<file path="src/rtl/crct_pkg.sv">
`timescale 1ns / 1ps
package crct_pkg;
  localparam int POS_BITS_DEF = 20;
  localparam int CORDIC_STEPS_DEF = 14;
  localparam int TABLE_LEN = 20;
  localparam int CW = 18;
  localparam int ZW = 18;
  localparam logic signed [CW-1:0] CORDIC_GAIN = 18'sd9949;
  localparam int DIM_BITS = 14;
  localparam logic [0:0] REG_HALF_WIDTH = 1'b0;
  localparam logic [0:0] REG_HALF_LENGTH = 1'b1;
  localparam logic [1:0] VIEW_NONE = 2'd0;
  localparam logic [1:0] VIEW_DIRECT = 2'd1;
  localparam logic [1:0] VIEW_MIRROR = 2'd2;

  typedef struct packed {
    logic signed [POS_BITS_DEF-1:0] pos_x;
    logic signed [POS_BITS_DEF-1:0] pos_y;
    logic signed [15:0] angle;
  } in_item_t;

  typedef struct packed {
    logic       overlap;
    logic [1:0] hit_view;
  } out_item_t;

  function automatic logic signed [ZW-1:0] atan_q14(input int i);
    logic signed [ZW-1:0] v;
    case (i)
      0: v = 18'sd12868;
      1: v = 18'sd7596;
      2: v = 18'sd4014;
      3: v = 18'sd2037;
      4: v = 18'sd1023;
      5: v = 18'sd512;
      6: v = 18'sd256;
      7: v = 18'sd128;
      8: v = 18'sd64;
      9: v = 18'sd32;
      10: v = 18'sd16;
      11: v = 18'sd8;
      12: v = 18'sd4;
      13: v = 18'sd2;
      14: v = 18'sd1;
      default: v = '0;
    endcase
    return v;
  endfunction
endpackage

</file>
<file path="src/rtl/crct_cordic_cell.sv">
`timescale 1ns / 1ps
module crct_cordic_cell import crct_pkg::*; #(
  parameter int STEP = 0,
  parameter int PW = 20
) (
  input  logic                 clk,
  input  logic                 en,
  input  logic signed [CW-1:0] x_i,
  input  logic signed [CW-1:0] y_i,
  input  logic signed [ZW-1:0] z_i,
  input  logic signed [PW-1:0] px_i,
  input  logic signed [PW-1:0] py_i,
  output logic signed [CW-1:0] x_o,
  output logic signed [CW-1:0] y_o,
  output logic signed [ZW-1:0] z_o,
  output logic signed [PW-1:0] px_o,
  output logic signed [PW-1:0] py_o
);
  logic signed [CW-1:0] x_nxt, y_nxt;
  logic signed [ZW-1:0] z_nxt;

  // one micro-rotation toward zero residual angle
  always_comb begin
    if (z_i >= 0) begin
      x_nxt = x_i - (y_i >>> STEP);
      y_nxt = y_i + (x_i >>> STEP);
      z_nxt = z_i - atan_q14(STEP);
    end else begin
      x_nxt = x_i + (y_i >>> STEP);
      y_nxt = y_i - (x_i >>> STEP);
      z_nxt = z_i + atan_q14(STEP);
    end
  end

  // hand to neighbor, hold while the pipe is stalled
  always_ff @(posedge clk) begin
    if (en) begin
      x_o  <= x_nxt;
      y_o  <= y_nxt;
      z_o  <= z_nxt;
      px_o <= px_i;
      py_o <= py_i;
    end
  end
endmodule

</file>
<file path="config.mk">
export PLATFORM = sky130hd
export DESIGN_NAME = crct_cordic_cell
export DESIGN_NICKNAME = d
export VERILOG_FILES = /design/src/rtl/crct_pkg.sv /design/src/rtl/crct_cordic_cell.sv
export SDC_FILE = /design/constraint.sdc
export NUM_CORES = 1
export LEC_CHECK = 0
export ABC_CLOCK_PERIOD_IN_PS = 4800
export BUFFER_PORTS_ARGS = -buffer_cell sky130_fd_sc_hd__buf_2
export CELL_PAD_IN_SITES_DETAIL_PLACEMENT = 1
export CELL_PAD_IN_SITES_GLOBAL_PLACEMENT = 2
export CORE_MARGIN = 2
export CORE_UTILIZATION = 32
export CTS_CLUSTER_SIZE = 28
export DETAILED_ROUTE_END_ITERATION = 8
export GPL_ROUTABILITY_DRIVEN = 0
export HOLD_SLACK_MARGIN = 0.1
export PLACE_DENSITY = 0.81
export SLEW_MARGIN = 25
export SYNTH_ARGS = -nofsm -noshare
export SYNTH_HDL_FRONTEND = slang
export SYNTH_SLANG_ARGS = --single-unit
</file>
<file path="constraint.sdc">
create_clock -name clk -period 4.8 [get_ports clk]
set_input_delay 1.2 -clock clk [delete_from_list [all_inputs] [get_ports clk]]
set_output_delay 1.2 -clock clk [all_outputs]
set_load 0.005 [all_outputs]
</file>
==> impl_results.md <==
* Detailed-route wire length per cell at roughly 18 um
* Antenna cells at 0
* Synth-to-layout area growth at 24.0%
* DP HPWL at between 15 and 20 mm
* Hold Vio Cnt, Final at 0
* Hold crit path type: in -> reg
* DRC violations left at 0
* Fmax at 0.246 GHz
* PwrDens at between 300 and 400 nW/um^2
* Syn avg cell area at between 10 and 15 sq um
* Register share of total power at roughly two fifths
* Seq/Total Area, Yosys at 43.0%
* DR vias at 5,517
* Initial Utilization at approximately 32%
* Worst slew margin at 46.4%
* Net switching power at between 700 and 800 uW
* Die area at around 21,000 sq um
* PortBufs at ~190
* Slew @ Worst Pin at approximately 0.78 ns
* Worst setup SP type: input pin
* Synth Flop Type: edfxtp_1
* Post-Syn Instances at between 600 and 700
* DRT iter0 DRCs at ~240
* H-tree levels at 3
* Vert. Die Dim at 147 um
* Crit share post-route at between 80% and 90%
* Post-CTS Setup Inserts at 0
* CTS Buf Count at 9
* Drt via density at 5.06
* Number of synthesized flops with an enable pin at between 90 and 100
* Pins Over Slew Limit at 0
* Ranking of synthesized cells by area: edfxtp_1, ha_1, a21oi_1
* Worst Path Arrival at 4.17 ns
* Total GRT Usage at a little under a fifth
* Layout cell share with drive strength beyond 1 at about 27%
* Yosys reg bits at 93
* Mapped Nets at 801
* Post-synth ARST share at 0%
* Comb pwr share at about a quarter
* Top-area cell type share of the netlist area at 43.0%
* CTS sink cnt at 93
* First-pass GRT wire length at approximately 31 mm
* Total gr overflow at 0
* Max-cap viol count at 0
* Chip Width at ~150 um
* Clock Path Buffers at 2
* Post_cts resized at 0
* Area of the multi-input gates at roughly 3400 sq um
* Critical path capture point type: register
* CTS tree: done
* Hold-fix buffers, CTS at 0
* Hold slack final at around 1.0 ns
* Row count at between 50 and 60
* Crit path max fanout at 20
* Synth area leader: edfxtp_1
* Share of total power in the clock network at approximately a third
* Vias in the first global route at roughly 5.6k
* Synth cell types at 67
* Ports at 190
* DRT Wirelength at roughly 20 mm
* Cell Int Power at ~1.8 mW
* Clock tree root driver cell: clkbuf_16
* Sequential cell area at 2790 sq um
* Reg clk slew, reported paths at roughly 0.070 ns
* Fill cell count at approximately 2.4k
* Leakage Power at around 3.5 nW
* Status: completed
* RSZ-0062 raised after global routing: false
* Core area at around 20,000 sq um
* Nets at 982
* VDD IR max at 0.146 mV
* Period minus WS final at between 4 and 5 ns
* Synthesis Warnings at 0
* Req. time, crit path at a little under 5 ns
* Mapped Area at approximately 6500 sq um
* TNS Setup at 0 ns
* Initial antenna violation count at 0
* Drt pass-1 iters at 4
* Routed Antenna Nets at 0
* Final setup fails at 0
* Switching Share at 29.3%
* Maximum number of pins on one net before global-route repair at 43
* CP Class: in -> reg
-- registers in the layout, indices dropped and copies added, names as in the netlist --
register / count
y_o: 17
px_o: 20
z_o: 18
x_o: 18
py_o: 20
-- power groups by stage --
stage | clock network [mW] | logic, mW | registers (mW)
3_5_place_dp | 0 | 0.675 | 1.07
2_1_floorplan | 0 | 0.372 | 1.08
3_3_place_gp | 0 | 0.666 | 1.07
4_1_cts | 0.869 | 0.679 | 1.05
5_1_grt | 0.894 | 0.747 | 1.06
6_report | 0.844 | 0.672 | 1.05
-- metal layers --
layer | up-vias | track usage, % | wire, um
met5 | - | 0 | 0
met4 | 0 | 4.90 | 243
met3 | 13 | 3.59 | 1070
met2 | 165 | 30.5 | 9130
met1 | 2646 | 24.9 | 9230
li1 | 2693 | - | -
-- cells in the mapped netlist, types with 9 or more instances --
cell and instances:
inv_1 56, a21o_1 9, nor3_1 10, ha_1 67
o21a_1 13, nor2_1 41, o21ai_1 13, o21ai_0 25
xnor2_1 31, nand3_1 10, edfxtp_1 93, nand2_1 34
a21oi_1 55, o211ai_1 14, buf_2 12, nor2b_1 12
o31a_1 9
-- critical path: stages --
cell,delay [ns]
buf_2,0.11
nor4_1,0.47
nand4_1,0.28
o21ai_4,0.21
buf_4,0.27
ha_1,0.33
nor2b_1,0.17
o31ai_1,0.41
a21oi_1,0.17
o211ai_1,0.27
o21ai_0,0.13
xnor2_1,0.14
-- cell usage in the layout (no fill, tap or decap), types with 12 or more instances in the layout --
master,instances
o21ai_1,13
edfxtp_1,93
buf_2,188
inv_1,56
nor2b_1,12
ha_1,67
nand2_1,34
xnor2_1,31
a21oi_1,55
o21ai_0,25
o21a_1,13
nor2_1,41
o211ai_1,14
-- final cells by class --
class | instances | area share, %
multi-input cells | 457 | 41.8
flip-flops and latches | 93 | 34.7
repair buffers | 194 | 12.2
well taps | 270 | 4.19
clock buffers | 9 | 2.80
inverters | 60 | 2.80
clock inverters | 7 | 1.49
-- stage by stage --
stage / utilization [%] / setup slack (ns) / instance area, sq um / power (mW) / cells
floorplan: - / 0.705 / 6500 / 1.45 / 634
global placement: 38.3 / 0.478 / 7710 / 1.73 / 1074
detailed placement: 38.3 / 0.426 / 7710 / 1.74 / 1074
CTS: 40.1 / 0.803 / 8060 / 2.60 / 1090
global route: 40.1 / 0.414 / 8060 / 2.70 / 1090
finish: 40.1 / 0.728 / 8060 / 2.56 / 1090
-- final timing paths --
path,from,to,slack [ns],cells after the start
min,px_i[10],px_o[10],1.02,1
max,z_i[8],z_o[16],0.73,12
-- logic make-up after synthesis --
logic type      Yosys count  share of synthesized area [%]
compound gates          196                           20.4
simple gates            146                           11.2
flops                    93                           43.0
buf+inv                  84                           5.31
fa+ha+maj                71                           14.1
xor+xnor                 39                           5.26
mux                       5                          0.770
Power figures use the tool's default switching activity.
